`src/hw/rtl/rpmt_pkg.sv`:
```
// ----------------------------------------------------------------------------
// rpmt_pkg: shared types and constants for the RP mapping table
// Request codes, status codes and the front-to-back command record.
// ----------------------------------------------------------------------------
package rpmt_pkg;

   localparam int unsigned ADDR_W  = 32;
   localparam int unsigned LEN_W   = 8;
   localparam int unsigned HOLD_W  = 16;
   localparam int unsigned CNT_W   = 7;
   localparam int unsigned SLEN_W  = 6;
   localparam int unsigned MAX_LEN = 32;

   localparam logic [1:0] REQ_LEARN = 2'd0;
   localparam logic [1:0] REQ_QUERY = 2'd1;
   localparam logic [1:0] REQ_AGE   = 2'd2;
   localparam logic [1:0] REQ_CLEAR = 2'd3;

   localparam logic [1:0] ST_DONE   = 2'd0;
   localparam logic [1:0] ST_BADLEN = 2'd1;
   localparam logic [1:0] ST_NOTGRP = 2'd2;
   localparam logic [1:0] ST_FULL   = 2'd3;

   localparam logic [3:0] GROUP_NIBBLE = 4'hE;

   localparam logic [0:0] CSR_TABLE_LIMIT = 1'd0;
   localparam logic [0:0] CSR_AGE_STEP    = 1'd1;

   // Classified transaction handed from the front to the back.
   typedef struct packed {
      logic [1:0]          kind;
      logic                reject;
      logic [1:0]          rej_status;
      logic [ADDR_W-1:0]   key;
      logic [ADDR_W-1:0]   group;
      logic [SLEN_W-1:0]   len;
      logic                deny;
      logic [HOLD_W-1:0]   hold;
      logic [ADDR_W-1:0]   agent;
   } cmd_type;

   function automatic logic [ADDR_W-1:0] len_to_mask(input logic [SLEN_W-1:0] len);
      logic [ADDR_W:0] wide;
      wide = {(ADDR_W+1){1'b1}} << (ADDR_W - 32'(len));
      return wide[ADDR_W-1:0] & ~(len == '0 ? {ADDR_W{1'b1}} : {ADDR_W{1'b0}});
   endfunction

endpackage

```
`src/hw/rtl/rpmt_front.sv`:
```
// ----------------------------------------------------------------------------
// rpmt_front: request classifier
// Checks mask length and group range, masks the prefix, builds the key and
// pushes the command into a two-entry queue.
// ----------------------------------------------------------------------------
module rpmt_front import rpmt_pkg::*; (
   input  logic              clock,
   input  logic              reset,
   input  logic              req_valid,
   output logic              req_stall,
   input  logic [1:0]        req_type,
   input  logic [ADDR_W-1:0] req_rp_addr,
   input  logic [ADDR_W-1:0] req_group_addr,
   input  logic [LEN_W-1:0]  req_prefix_len,
   input  logic              req_is_deny,
   input  logic [HOLD_W-1:0] req_hold_secs,
   input  logic [ADDR_W-1:0] req_agent_addr,
   output logic              cmd_valid,
   output cmd_type           cmd,
   input  logic              cmd_take
);

   cmd_type    q_ff [2];
   cmd_type    new_cmd;
   logic       rd_ff, rd_in, wr_ff, wr_in;
   logic [1:0] cnt_ff, cnt_in;
   logic       push;
   logic [ADDR_W-1:0] mask, grp;

   always_comb begin
      mask = len_to_mask(req_prefix_len[SLEN_W-1:0]);
      grp  = req_group_addr & mask;
      new_cmd.kind       = req_type;
      new_cmd.reject     = 1'b0;
      new_cmd.rej_status = ST_DONE;
      new_cmd.key        = req_is_deny ? '0 : req_rp_addr;
      new_cmd.group      = (req_type == REQ_LEARN) ? grp : req_group_addr;
      new_cmd.len        = req_prefix_len[SLEN_W-1:0];
      new_cmd.deny       = req_is_deny;
      new_cmd.hold       = req_hold_secs;
      new_cmd.agent      = req_agent_addr;
      if (req_type == REQ_LEARN) begin
         if (req_prefix_len > LEN_W'(MAX_LEN)) begin
            new_cmd.reject     = 1'b1;
            new_cmd.rej_status = ST_BADLEN;
         end else if (grp[ADDR_W-1 -: 4] != GROUP_NIBBLE) begin
            new_cmd.reject     = 1'b1;
            new_cmd.rej_status = ST_NOTGRP;
         end
      end
   end

   assign req_stall = (cnt_ff == 2'd2);
   assign push      = req_valid && !req_stall;
   assign cmd_valid = (cnt_ff != 2'd0);
   assign cmd       = q_ff[rd_ff];

   always_comb begin
      wr_in  = wr_ff ^ push;
      rd_in  = rd_ff ^ cmd_take;
      cnt_in = cnt_ff + 2'(push) - 2'(cmd_take);
   end

   always_ff @(posedge clock) begin
      if (reset) begin
         rd_ff  <= 1'b0;
         wr_ff  <= 1'b0;
         cnt_ff <= 2'd0;
      end else begin
         rd_ff  <= rd_in;
         wr_ff  <= wr_in;
         cnt_ff <= cnt_in;
      end
      if (push) begin
         q_ff[wr_ff] <= new_cmd;
      end
   end

   a_no_overflow: assert property (@(posedge clock) disable iff (reset)
      cnt_ff <= 2'd2) else $error("queue count out of range");
   a_take_valid: assert property (@(posedge clock) disable iff (reset)
      cmd_take |-> cmd_valid) else $error("take from empty queue");
   a_full_stall: assert property (@(posedge clock) disable iff (reset)
      (cnt_ff == 2'd2) |-> req_stall) else $error("full queue not stalled");

endmodule

```
`config.mk`:
```
export PLATFORM = sky130hd
export DESIGN_NAME = rpmt_front
export DESIGN_NICKNAME = d
export VERILOG_FILES = /design/src/hw/rtl/rpmt_pkg.sv /design/src/hw/rtl/rpmt_front.sv
export SDC_FILE = /design/constraint.sdc
export NUM_CORES = 1
export LEC_CHECK = 0
export BUFFER_PORTS_ARGS = -buffer_cell sky130_fd_sc_hd__buf_2
export CORE_UTILIZATION = 25
export DETAILED_ROUTE_END_ITERATION = 10
export GPL_ROUTABILITY_DRIVEN = 0
export PLACE_DENSITY = 0.51
export RECOVER_POWER = 50
export SETUP_SLACK_MARGIN = 0.4
export SLEW_MARGIN = 30
export SYNTH_ARGS = -nofsm -noshare
export SYNTH_HDL_FRONTEND = slang
export SYNTH_SLANG_ARGS = --single-unit
```
`constraint.sdc`:
```
create_clock -name clock -period 4.6 [get_ports clock]
set_input_delay 0 -clock clock [delete_from_list [all_inputs] [get_ports clock]]
set_output_delay 0 -clock clock [all_outputs]
set_load 0.005 [all_outputs]
```
==> qor.tcl <==
set qor(outcome) {finished with violations}
set qor(failed_checks) {max-capacitance violations, max-slew violations}
set qor(worstPathArrival_ps) 2840
set qor(critical_path.cell_chain) {dlygate4sd3_1, clkbuf_1, inv_1, ha_1, nor3b_1, xnor2_1, and2_1, o21ai_0, and3_1}
set qor(critical_path.startpoint) {req_prefix_len[0]}
set qor(rows) 73
set qor(n_antenna_cell) 0
set qor(clock-skew-final_ps) 8.23
set qor(post-route-util) 0.353
set qor(postSynthCellCount) 578
set qor(detailedRoute.firstPassIterationCount) 4
set qor(route.vias.total) 6359
set qor(max-vdd-ir-drop_v) 0.000263
set qor(clock_tree.htree_level_count) 1
set qor(detail_route.iter0.violations) 312
set qor(groute.usage.overall) 0.121
set qor(hold_ws_ps) 174
set qor(grt_first_pass_wirelength_mm) 37.8
set qor(setup_viol) 0
set qor(critical_path_required_ps) 4900
set qor(power.leakage_nw) 5.12
set qor(critical_path.startpoint_type) {input pin}
set qor(numPortBuffers) 252
set qor(syn-num-nets) 710
set qor(min_period_over_period) 0.551
set qor(max_slew_margin) -0.195
set qor(area.sequential_mm2) 0.00753
set qor(max_cap_viol_count) 1
set qor(async_flop_share) 0
set qor(power_per_cell_area_mw_per_mm2) 449
set qor(pin_count) 253
set qor(hold_viol_final) 0
set qor(hold_path_startpoint) {req_hold_secs[7]}
set qor(tritoncts) {yes}
set qor(cts_max_path_buffers) 3
set qor(drive_above_1_share) 0.380
set qor(placed_cells) 1331
set qor(setup-tns-final_ps) 0
set qor(post-cts-setup-buffers) 0
set qor(period_needed_ps) 2540
set qor(rsz0062_at_grt) {no}
set qor(netlist.top_cell.by_area) {edfxtp_1}
set qor(cts.clk_slew.worst_paths_ps) 60
set qor(clock_sink_count) 252
set qor(seq_area_frac_synth) 0.745
set qor(postCtsResizedCells) 0
set qor(first_global_vias) 6556
set qor(end_kind) {register}
set qor(finish.net_count) 1095
set qor(holdBufCountCts) 126
set qor(start_util) 0.254
set qor(hp-class) {input pin to register}
set qor(synthDistinctLibCells) 41
set qor(drtAntennaViolNets) 0
set qor(footprint_of_the_multi_input_gates_mm2) 0.00246
set qor(die_area_mm2) 0.0412
set qor(design.core.area_mm2) 0.0398
set qor(place.detailed.hpwl_mm) 16.3
set qor(synthMostInstantiatedCell) {edfxtp_1}
set qor(grt-ovfl-total) 0
set qor(post-route-drc-count) 0
set qor(cp_num_buf_inv) 3
set qor(die_h_um) 203
set qor(synth.area.top_cells) {edfxtp_1 (74%), mux2_2 (14%), nor2b_1 (2.0%), clkbuf_1 (0.85%), o21ai_0 (0.84%)}
set qor(wl_per_cell_um) 17.2
set qor(synth-seq-cells) 252
set qor(path_max_fanout) 12
set qor(post-synth-top-area-fraction) 0.737
set qor(max_slew_vio_count) 35
set qor(ys_dominant_reg_cell) {edfxtp_1}
set qor(tightest_slew_ps) 1790
set qor(rr_startpoint) {cnt_ff[0]$_SDFF_PP0_}
set qor(yosys_warning_count) 0
set qor(worst-setup-path-type) {input pin to register}
set qor(clk_root_buffer_cell) {clkbuf_16}
set qor(viasPerCell) 4.22
set qor(horizontal_die_dimension_um) 203
set qor(grt_max_degree) 84
set qor(critical_path.top_delay_family) {buffers and inverters}
set qor(timing.critical_path.slowest_cell_delay_ps) 530
set qor(max_freq_ghz) 0.394
set qor(layout-area-overhead-vs-synth_pct) 39.3
set qor(postRouteWirelength_mm) 25.9
set qor(syn-mean-instance-area_um2) 17.5
set qor(syn_area_mm2) 0.0101
set qor(grt_antenna_before_repair) 0
set qor(finalPower_mw) 6.31
set qor(clock_insertion_delay_at_the_later_pin_of_the_skew_report_ps) 550
set qor(fillers) 3966
set qor(synth-edff-count) 248
set qor(cts_buffers) 29
set qor(ys_top_cells_by_count) {edfxtp_1 (248), mux2_2 (124), nor2b_1 (33)}
set qor(post_layout_nonfiller_instances) 1506
set qor(critical-path-slowest-cell) {dlygate4sd3_1}
## metal layers
layer,vias to the layer above,GRT usage,wire [um],share of wire
met5,-,0,0,0
met4,0,0.0328,434,0.017
met3,29,0.0223,1370,0.053
met2,185,0.212,12800,0.50
met1,3161,0.151,11200,0.43
li1,2984,-,-,-
## stage by stage
step	cell area (um^2)	worst slack, ps
after detailed placement	12000	2250
after CTS	14100	2040
after global routing	14100	1870
after global placement	12000	2050
after floorplan	10100	626
final	14100	2060
## state kept, by name, indices dropped and copies added, names as in the netlist
name,count
wr_ff,1
cnt_ff,2
q_ff,248
rd_ff,1
## logic make-up after synthesis
logic type,Yosys count,share of synthesized area
buf+inv,36,0.0144
xor+xnor,7,0.00607
fa+ha+maj,5,0.00619
mux,125,0.139
simple gates,106,0.0586
compound gates,47,0.0302
flops,252,0.745
## worst paths after layout
kind,end,depth (start not counted),slack [ps]
worst max-delay path,q_ff[0][72]$_DFFE_PP_,9,2060
worst min-delay path,q_ff[1][39]$_DFFE_PP_,2,170
worst max register to register,q_ff[0][61]$_DFFE_PP_,5,2320
worst min register to register,cnt_ff[1]$_SDFF_PP0_,2,540
## power by group
group,switching [mW],internal [mW]
Clock,0.891,1.25
Sequential,0.0857,2.96
Combinational,0.609,0.519
## area by class of cell
type | instances | area share
tap | 525 | 0.0467
sequential | 252 | 0.535
clock inverter | 16 | 0.00907
clock buffer | 33 | 0.0526
timing repair buffer | 383 | 0.180
multi-input combinational | 290 | 0.175
inverter | 7 | 0.00187
## cell usage in the layout, fill, tap and decap left out, types with 4 or more instances in the layout
cell / instances
edfxtp_1: 248
buf_2: 199
dlygate4sd3_1: 126
mux2_2: 121
clkbuf_1: 55
nor2b_1: 33
clkbuf_16: 29
nand2_1: 20
o21ai_0: 17
and2_1: 13
and3_1: 12
nor2_1: 10
clkinv_1: 8
inv_1: 7
o21a_1: 5
a21oi_1: 5
xnor2_1: 4
nor3_1: 4
clkinv_2: 4
(Power assumes the default switching activity.)
